**src/hw/rtl/sapq_pkg.sv**
```systemverilog
package sapq_pkg;

  localparam int unsigned ValueW = 32;

  typedef enum logic [1:0] {
    ST_OK        = 2'd0,
    ST_FULL      = 2'd1,
    ST_EMPTY     = 2'd2,
    ST_NOT_FOUND = 2'd3
  } status_t;

  typedef enum logic {
    OP_INSERT = 1'b0,
    OP_REMOVE = 1'b1
  } opcode_t;

  typedef struct packed {
    opcode_t                   op;
    logic                      ins_en;
    logic                      rem_en;
    logic signed [ValueW-1:0]  value;
  } cell_ctrl_t;

endpackage

```
**src/hw/rtl/sapq_cell.sv**
```systemverilog
module sapq_cell (
  input  logic                                  clk,
  input  sapq_pkg::cell_ctrl_t                  ctrl,
  input  logic                                  occ,
  input  logic                                  prev_flag,
  input  logic signed [sapq_pkg::ValueW-1:0]    prev_value,
  input  logic signed [sapq_pkg::ValueW-1:0]    next_value,
  output logic                                  flag,
  output logic                                  eq,
  output logic signed [sapq_pkg::ValueW-1:0]    value,
  output logic signed [sapq_pkg::ValueW-1:0]    value_nxt
);
  import sapq_pkg::*;

  logic signed [ValueW-1:0] entry_r;
  logic                     ge;

  assign value = entry_r;
  assign ge    = ctrl.value >= entry_r;
  assign eq    = occ && (ctrl.value == entry_r);

  always_comb begin
    unique case (ctrl.op)
      OP_INSERT: flag = !occ || ge;
      OP_REMOVE: flag = occ && ge;
      default:   flag = 1'b0;
    endcase
  end

  always_comb begin
    value_nxt = entry_r;
    if (ctrl.ins_en) begin
      if (prev_flag) begin
        value_nxt = prev_value;
      end else if (flag) begin
        value_nxt = ctrl.value;
      end
    end else if (ctrl.rem_en && flag) begin
      value_nxt = next_value;
    end
  end

  always_ff @(posedge clk) begin
    entry_r <= value_nxt;
  end

endmodule

```
**src/hw/rtl/sorted_array_priority_queue_core.sv**
```systemverilog
// Sorted priority queue holding up to DEPTH signed 32-bit entries, largest first.
// Input channel in_*: one item per handshake carries an opcode (insert or remove)
// and a value. Insert places the value ahead of the first entry less than or equal
// to it; remove deletes the first entry equal to it.
// Result channel out_*: exactly one item per input item, carrying status
// (ok, full, empty, not found), the count after the operation and the head entry
// (0 when empty).
// Every cell of the row compares its entry against the value in parallel and
// shifts towards its neighbour, so an operation completes in the cycle it is
// accepted. The result is registered and appears on out_* in the cycle after
// acceptance; one item per cycle is sustained while out_tready stays high.
// When the receiver stalls, the result is held in the output register and
// in_tready falls until the result is taken.
// Reset (rst_n low, synchronous) empties the queue and drops any pending result;
// entry storage itself is not cleared, only entries below the count are read.
module sorted_array_priority_queue_core #(
  parameter int unsigned DEPTH = 8
) (
  input  logic        clk,
  input  logic        rst_n,
  input  logic        in_tvalid,
  output logic        in_tready,
  input  logic [39:0] in_tdata,   // [0] opcode, [32:1] value, [39:33] zero
  output logic        out_tvalid,
  input  logic        out_tready,
  output logic [39:0] out_tdata   // [1:0] status, [5:2] count, [37:6] head_value, [39:38] zero
);
  import sapq_pkg::*;

  localparam int unsigned CW = $clog2(DEPTH + 1);

  logic                     in_fire;
  opcode_t                  op;
  logic signed [ValueW-1:0] in_value;
  cell_ctrl_t               ctrl;
  logic [CW-1:0]            count_r;
  logic [CW-1:0]            count_nxt;
  logic                     full;
  logic                     empty;
  logic                     found;
  status_t                  status;
  logic [31:0]              count_ext;
  logic signed [ValueW-1:0] head_nxt;
  logic                     out_valid_r;
  logic [39:0]              out_data_r;

  logic                     flag  [DEPTH];
  logic                     eq    [DEPTH];
  logic [DEPTH-1:0]         eq_v;
  logic signed [ValueW-1:0] value [DEPTH];
  logic signed [ValueW-1:0] vnxt  [DEPTH];

  assign in_tready = !out_valid_r || out_tready;
  assign in_fire   = in_tvalid && in_tready;
  assign op        = opcode_t'(in_tdata[0]);
  assign in_value  = in_tdata[32:1];

  assign full  = count_r == CW'(DEPTH);
  assign empty = count_r == '0;
  assign found = |eq_v;

  assign ctrl.op     = op;
  assign ctrl.value  = in_value;
  assign ctrl.ins_en = in_fire && (op == OP_INSERT) && !full;
  assign ctrl.rem_en = in_fire && (op == OP_REMOVE) && !empty && found;

  for (genvar i = 0; i < DEPTH; i++) begin : g_cell
    logic                     pf;
    logic signed [ValueW-1:0] pv;
    logic signed [ValueW-1:0] nv;

    if (i == 0) begin : g_first
      assign pf = 1'b0;
      assign pv = value[i];
    end else begin : g_mid
      assign pf = flag[i-1];
      assign pv = value[i-1];
    end

    if (i == DEPTH - 1) begin : g_last
      assign nv = value[i];
    end else begin : g_inner
      assign nv = value[i+1];
    end

    assign eq_v[i] = eq[i];

    sapq_cell u_cell (
      .clk        (clk),
      .ctrl       (ctrl),
      .occ        (CW'(i) < count_r),
      .prev_flag  (pf),
      .prev_value (pv),
      .next_value (nv),
      .flag       (flag[i]),
      .eq         (eq[i]),
      .value      (value[i]),
      .value_nxt  (vnxt[i])
    );
  end

  always_comb begin
    count_nxt = count_r;
    if (ctrl.ins_en) begin
      count_nxt = count_r + CW'(1);
    end else if (ctrl.rem_en) begin
      count_nxt = count_r - CW'(1);
    end
  end

  always_comb begin
    unique case (op)
      OP_INSERT: status = full ? ST_FULL : ST_OK;
      OP_REMOVE: begin
        priority if (empty) begin
          status = ST_EMPTY;
        end else if (!found) begin
          status = ST_NOT_FOUND;
        end else begin
          status = ST_OK;
        end
      end
      default: status = ST_OK;
    endcase
  end

  assign count_ext = 32'(count_nxt);
  assign head_nxt  = (count_nxt == '0) ? '0 : vnxt[0];

  always_ff @(posedge clk) begin
    if (!rst_n) begin
      count_r     <= '0;
      out_valid_r <= 1'b0;
    end else begin
      count_r <= count_nxt;
      if (in_fire) begin
        out_valid_r <= 1'b1;
      end else if (out_tready) begin
        out_valid_r <= 1'b0;
      end
    end
  end

  always_ff @(posedge clk) begin
    if (in_fire) begin
      out_data_r <= {2'b00, head_nxt, count_ext[3:0], status};
    end
  end

  assign out_tvalid = out_valid_r;
  assign out_tdata  = out_data_r;

  a_count_bound: assert property (@(posedge clk) disable iff (!rst_n)
    count_r <= CW'(DEPTH))
    else $error("entry count beyond depth");

  a_insert_grows: assert property (@(posedge clk) disable iff (!rst_n)
    ctrl.ins_en |=> count_r == $past(count_r) + CW'(1))
    else $error("accepted insert did not grow the queue");

  a_ready_when_free: assert property (@(posedge clk) disable iff (!rst_n)
    !out_valid_r |-> in_tready)
    else $error("input stalled with empty output register");

  a_head_order: assert property (@(posedge clk) disable iff (!rst_n)
    count_r >= CW'(2) |-> value[0] >= value[1])
    else $error("head entries out of order");

endmodule

```
**config.mk**
```make
export PLATFORM = sky130hd
export DESIGN_NAME = sorted_array_priority_queue_core
export DESIGN_NICKNAME = d
export VERILOG_FILES = /design/src/hw/rtl/sapq_pkg.sv /design/src/hw/rtl/sapq_cell.sv /design/src/hw/rtl/sorted_array_priority_queue_core.sv
export SDC_FILE = /design/constraint.sdc
export NUM_CORES = 1
export LEC_CHECK = 0
export BUFFER_PORTS_ARGS = -buffer_cell sky130_fd_sc_hd__buf_2
export CAP_MARGIN = 25
export CELL_PAD_IN_SITES_DETAIL_PLACEMENT = 1
export CELL_PAD_IN_SITES_GLOBAL_PLACEMENT = 1
export CORE_ASPECT_RATIO = 1.75
export CORE_MARGIN = 2
export CORE_UTILIZATION = 30
export DETAILED_ROUTE_END_ITERATION = 8
export MAX_ROUTING_LAYER = met4
export PLACE_DENSITY = 0.51
export RECOVER_POWER = 100
export SETUP_SLACK_MARGIN = 0.1
export SKIP_LAST_GASP = 1
export SYNTH_ARGS = -nofsm -noshare
export SYNTH_HDL_FRONTEND = slang
export SYNTH_HIERARCHICAL = 1
export SYNTH_SLANG_ARGS = --single-unit
export TNS_END_PERCENT = 10
```
**constraint.sdc**
```tcl
create_clock -name clk -period 5.6 [get_ports clk]
set_input_delay 0.28 -clock clk [delete_from_list [all_inputs] [get_ports clk]]
set_output_delay 0.28 -clock clk [all_outputs]
set_load 0.02 [all_outputs]
```
# Word level (Yosys, flattened, before mapping)
# Cells that the tools add are included.
[op_classes] n_addsub=2 magnitude_cmp=16 n_eq_ne=15 muxes=45 n_bitwise=1 n_reduce_logical=67
[op_table] op="$mux W32" n=29
[op_table] op="$eq A32 B32 Y1" n=8
[op_table] op="$ge A32 B32 Y1" n=8
[op_table] op="$logic_and A1 B1 Y1" n=29
[op_table] op="$ne A3 B1 Y1 const B" n=6
[op_table] op="$lt A3 B4 Y1 const A" n=4
[op_table] op="$pmux W1 S2" n=8
[op_table] op="$reduce_bool A2 Y1" n=8
[op_table] op="$reduce_and A2 Y1" n=7
[op_table] op="$logic_not A1 Y1" n=11
[op_table] op="$logic_or A1 B1 Y1" n=9
[op_table] op="$logic_not A4 Y1" n=2
[op_table] op="$lt A1 B4 Y1 const A" n=2
[op_table] op="$lt A2 B4 Y1 const A" n=2
[op_table] op="$mux W4" n=2
[op_table] op="$reduce_or A8 Y1" n=1
[op_table] op="$add A4 B1 Y4 const B" n=1
[op_table] op="$eq A4 B4 Y1 const B" n=1
[op_table] op="$mux W2" n=2
[op_table] op="$pmux W2 S2" n=1
[op_table] op="$sub A4 B1 Y4 const B" n=1
[op_table] op="$mux W1" n=3
[op_table] op="$not A1 Y1" n=1
[word_totals] reg_bits=299 input_bits=44 output_inout_bits=42 elab_cells=158

# Depth between registers and ports, before layout
[logic_depth] ltp_word=9 depth_mapped=15 ltp_nobuf=13

# Cells and area by module
# The synthesis kept the hierarchy.
[modules_own_cells] module="sapq_cell" instances=8 cells_each=379 area_per_inst_um2=2967.8 seq_area_each_um2=640.6
[modules_own_cells] module="sorted_array_priority_queue_core" instances=1 cells_each=152 area_per_inst_um2=2065.7 seq_area_each_um2=1241.2

# Worst setup path after synthesis
# No wires, ideal clock.
[synth_path] kind="register to register" from="register g_cell[1].u_cell.entry_r[31]" to="register out_data_r[31] (netlist: out_tdata[31]), data pin" setup_ns=0.154 t_arrival_ns=3.142 required_time_ns=5.446 setup_slack_ns=2.303 stages_incl_launch_ff=16 n_path_buf=2 period_less_slack_ns=3.297 path_cell_list="dfxtp_1 inv_1 ha_1 nand4_1 nor4_2 nand3_1 nor2_1 or4_4 o21ai_4 nor2_1 nor3b_4 buf_4 buf_2 nand3b_1 o211ai_1 a21boi_0"
[synth_lines] element="start, declared" line="sapq_cell.sv:15" source="logic signed [ValueW-1:0] entry_r;"
[synth_lines] element="start signal, assigned" line="sapq_cell.sv:44" source="entry_r <= value_nxt;"
[synth_lines] element="end signal, assigned" line="sorted_array_priority_queue_core.sv:146" source="out_data_r <= {2'b00, head_nxt, count_ext[3:0], status};"
[synth_lines] element="end, declared" line="sorted_array_priority_queue_core.sv:45" source="logic [39:0] out_data_r;"

==> metrics.txt <==
status finished with violations; violated checks capacitance limit, slew limit; post-route ant nets 0; Setup violations, final 0; Crit path arrival time 5340 ps; Ys Warns 6; P&R area growth vs syn 10.3%; fmax 0.204 GHz; Initial Utilization 30.2%; placer congestion estimate 0.863; clk root buf clkbuf_16; worst min path class in2reg; CTS resizes 0; cts bufs inserted 38; Slew @ Worst Pin 1640 ps; number of flops mapped to enable cells by yosys 38; power per cell area 322 mW/mm2; TritonRoute pass-1 iters 5; Post-Syn Area 0.0258 mm2; layout cells sized above 1 6.80%; CP required 6050 ps; reg2reg end g_cell[3].u_cell/value[18]; placed insts 4224; Crit. End Element register; post-route clock period utilization 87.4%; sequential-to-total area share from yosys stat 24.7%; Synth Register Bits 299; Vias/cell 5.70; initial DRC count 1124; FP Rows 142; # H-tree levels 2; RSZ-0062 raised after global routing false; remaining global-route overflow 0; R2R cell count 15; first-pass GRT wire length 152 mm; Final #Nets 3419; Total Neg Setup Slack 0 ps; Min Clock Period, post-route 4890 ps; CTS tree built; # port buffers 76; Async S/R FF share, synth 0%; number of global-route vias before repair 26025; CP max FO 40; core area 0.0855 mm2; CP Class reg2reg; pin count of the biggest net entering global routing 289; Reg area 0.00637 mm2; number of I/O pins 86; Hold Crit Start in_tdata[24]; Peak VDD IR 0.202 mV; Post-Syn Instances 3184; dominant synthesized flop cell dfxtp_1; Hold Path Stages 3; Multi-input gate area 0.0172 mm2; Min-Delay Endpoint g_cell[1].u_cell/value[23]; DRC 0; Relative slew margins -9.52%; initial antenna violation count 1; Die H 392 um; worst r2r src g_cell[7].u_cell/value[31]; P_leak 10.2 nW; DIE AREA 0.0885 mm2; Worst-path clk slew 70 ps; Startpoint Class register; Via Count 24494; setup slack, reg-to-reg 710 ps; clock tree sinks 299; fin. max-slew vios 30; die span in x 226 um; Final Hold Viols 0; Synth Area per Inst 8.11 um2; number of max-cap violations 1; non-filler cells in the finished layout 4298; final wirelength 96.5 mm; worst skew pair latency 580 ps; Routed WL per cell 22.5 um; Final HPWL DP 70.6 mm; Unique masters post-synth 52; postcts setup bufs 0; fillers 10134; gr usage total 22.2%; worst hold slack 223 ps; Layout Skew 31.5 ps; Hold-fix buffers, CTS 2; clk buf depth 3
## placed cells by master (no fill, tap or decap), types with 3 or more instances in the layout
cell type and instances:
o21ai_0 282, inv_1 277, o211ai_1 274, a211oi_1 272
dfxtp_1 261, ha_1 259, o21a_1 258, nand3b_1 256
or3_1 251, a21oi_1 104, buf_4 74, nand2_1 61
nand4_1 59, nor2_1 52, clkbuf_1 48, nand3_1 42
a21boi_0 41, clkbuf_16 41, edfxtp_1 38, buf_2 36
nor3_1 16, nor2b_1 10, or3b_1 9, clkinv_2 9
o311a_1 8, a22oi_1 8, a2111oi_4 8, a22o_1 8
clkbuf_8 7, nor4_2 7, nor2_4 7, nor3b_1 7
buf_12 7, and2_0 4, bufinv_16 4, conb_1 3
clkbuf_2 3
## registers in the layout (all words and copies together), names as in the netlist
name	count
count_r	4
out_tdata	38
g_cell.u_cell/value	256
out_tvalid	1
## worst max path at each step
stage | from | to | slack (ps) | cells after the start
2_1_floorplan | g_cell[1].u_cell/value[31] | out_tdata[31] | 2300 | 15
3_3_place_gp | in_tdata[26] | out_tdata[31] | 970 | 17
3_5_place_dp | in_tdata[26] | out_tdata[31] | 910 | 17
4_1_cts | g_cell[7].u_cell/value[31] | out_tdata[31] | 1050 | 16
5_1_grt | g_cell[7].u_cell/value[31] | g_cell[3].u_cell/value[21] | 450 | 15
6_report | g_cell[7].u_cell/value[31] | g_cell[3].u_cell/value[18] | 710 | 15
## per-layer routing
layer  track usage, %  wire length (um)  vias up
met2             38.9             48600      356
li1                 -                 -    11889
met3             2.12              2300      136
met4             8.59              3610        0
met5                -                 0        -
met1             26.0             42000    12113
## area by class of cell
class	count	share of cell area, %
clock inverter	15	0.624
timing repair buffer	165	3.85
antenna	1	0.00879
multi-input combinational	2335	60.4
sequential	299	22.4
inverter	277	3.65
tap	1152	5.06
clock buffer	54	4.02
## cell usage after synthesis, drive strengths merged (2+ instances only)
library cell | number | area (um2)
or3 | 251 | 1570
nor2 | 60 | 225
nor2b | 10 | 62.6
o21bai | 2 | 15.0
nand2 | 61 | 229
nand2b | 2 | 12.5
a2111oi | 8 | 220
o21a | 258 | 1940
nand3b | 257 | 1940
o211ai | 274 | 2060
edfxtp | 38 | 1140
o311a | 8 | 80.1
o21ai | 283 | 1430
nor4 | 8 | 100
nand4 | 59 | 369
a22oi | 8 | 60.1
dfxtp | 261 | 5230
nor3b | 8 | 150
clkbuf | 203 | 762
and2 | 5 | 31.3
buf | 72 | 397
ha | 259 | 3240
nor3 | 16 | 80.1
or4 | 3 | 33.8
and3 | 3 | 23.8
a21boi | 42 | 323
a211oi | 272 | 2040
nand3 | 43 | 220
a21oi | 104 | 521
or3b | 9 | 78.8
a22o | 8 | 70.1
inv | 277 | 1040
a21o | 2 | 15.0
## through the flow
step | worst slack [ps] | util, % | total power [mW] | cell area [um2]
floorplan | 2300 | - | 5.44 | 25800
global placement | 970 | 31.9 | 6.34 | 27300
detailed placement | 913 | 31.9 | 6.53 | 27300
CTS | 1050 | 33.5 | 9.34 | 28600
global route | 454 | 33.3 | 9.85 | 28500
finish | 708 | 33.3 | 9.17 | 28500
## logic make-up (layout without fill, tap and decap cells)
group,after synthesis,in the layout,synth area share (%)
AOI/OAI and AO/OA,1273,1273,34.2
other,1,4,0.0145
and+or+nand+nor,797,797,19.9
xor gates and xnor gates,2,2,0.0679
DFF,299,299,24.7
adders and majority gates,259,259,12.6
muxes,1,1,0.0582
buffers and inverters,552,511,8.52
## where the power goes
part / switching (mW) / internal (mW) / total (mW)
Combinational: 1.88 / 1.36 / 3.23
Sequential: 0.535 / 2.68 / 3.22
Clock: 1.11 / 1.61 / 2.72
Total: 3.52 / 5.65 / 9.17
## critical path, stage by stage, from the launching register on
cell      delay, ps
dfxtp_1         380
inv_1            70
ha_1            410
nand4_1         260
nor4_1          710
clkbuf_1        370
nand3_1         190
nor2_1          380
or4_1           260
o21ai_4         120
nor2_1          130
buf_4           190
nor3b_1         280
clkbuf_2        680
or3_1           210
o211ai_1         90
Power figures use the tool's default switching activity.
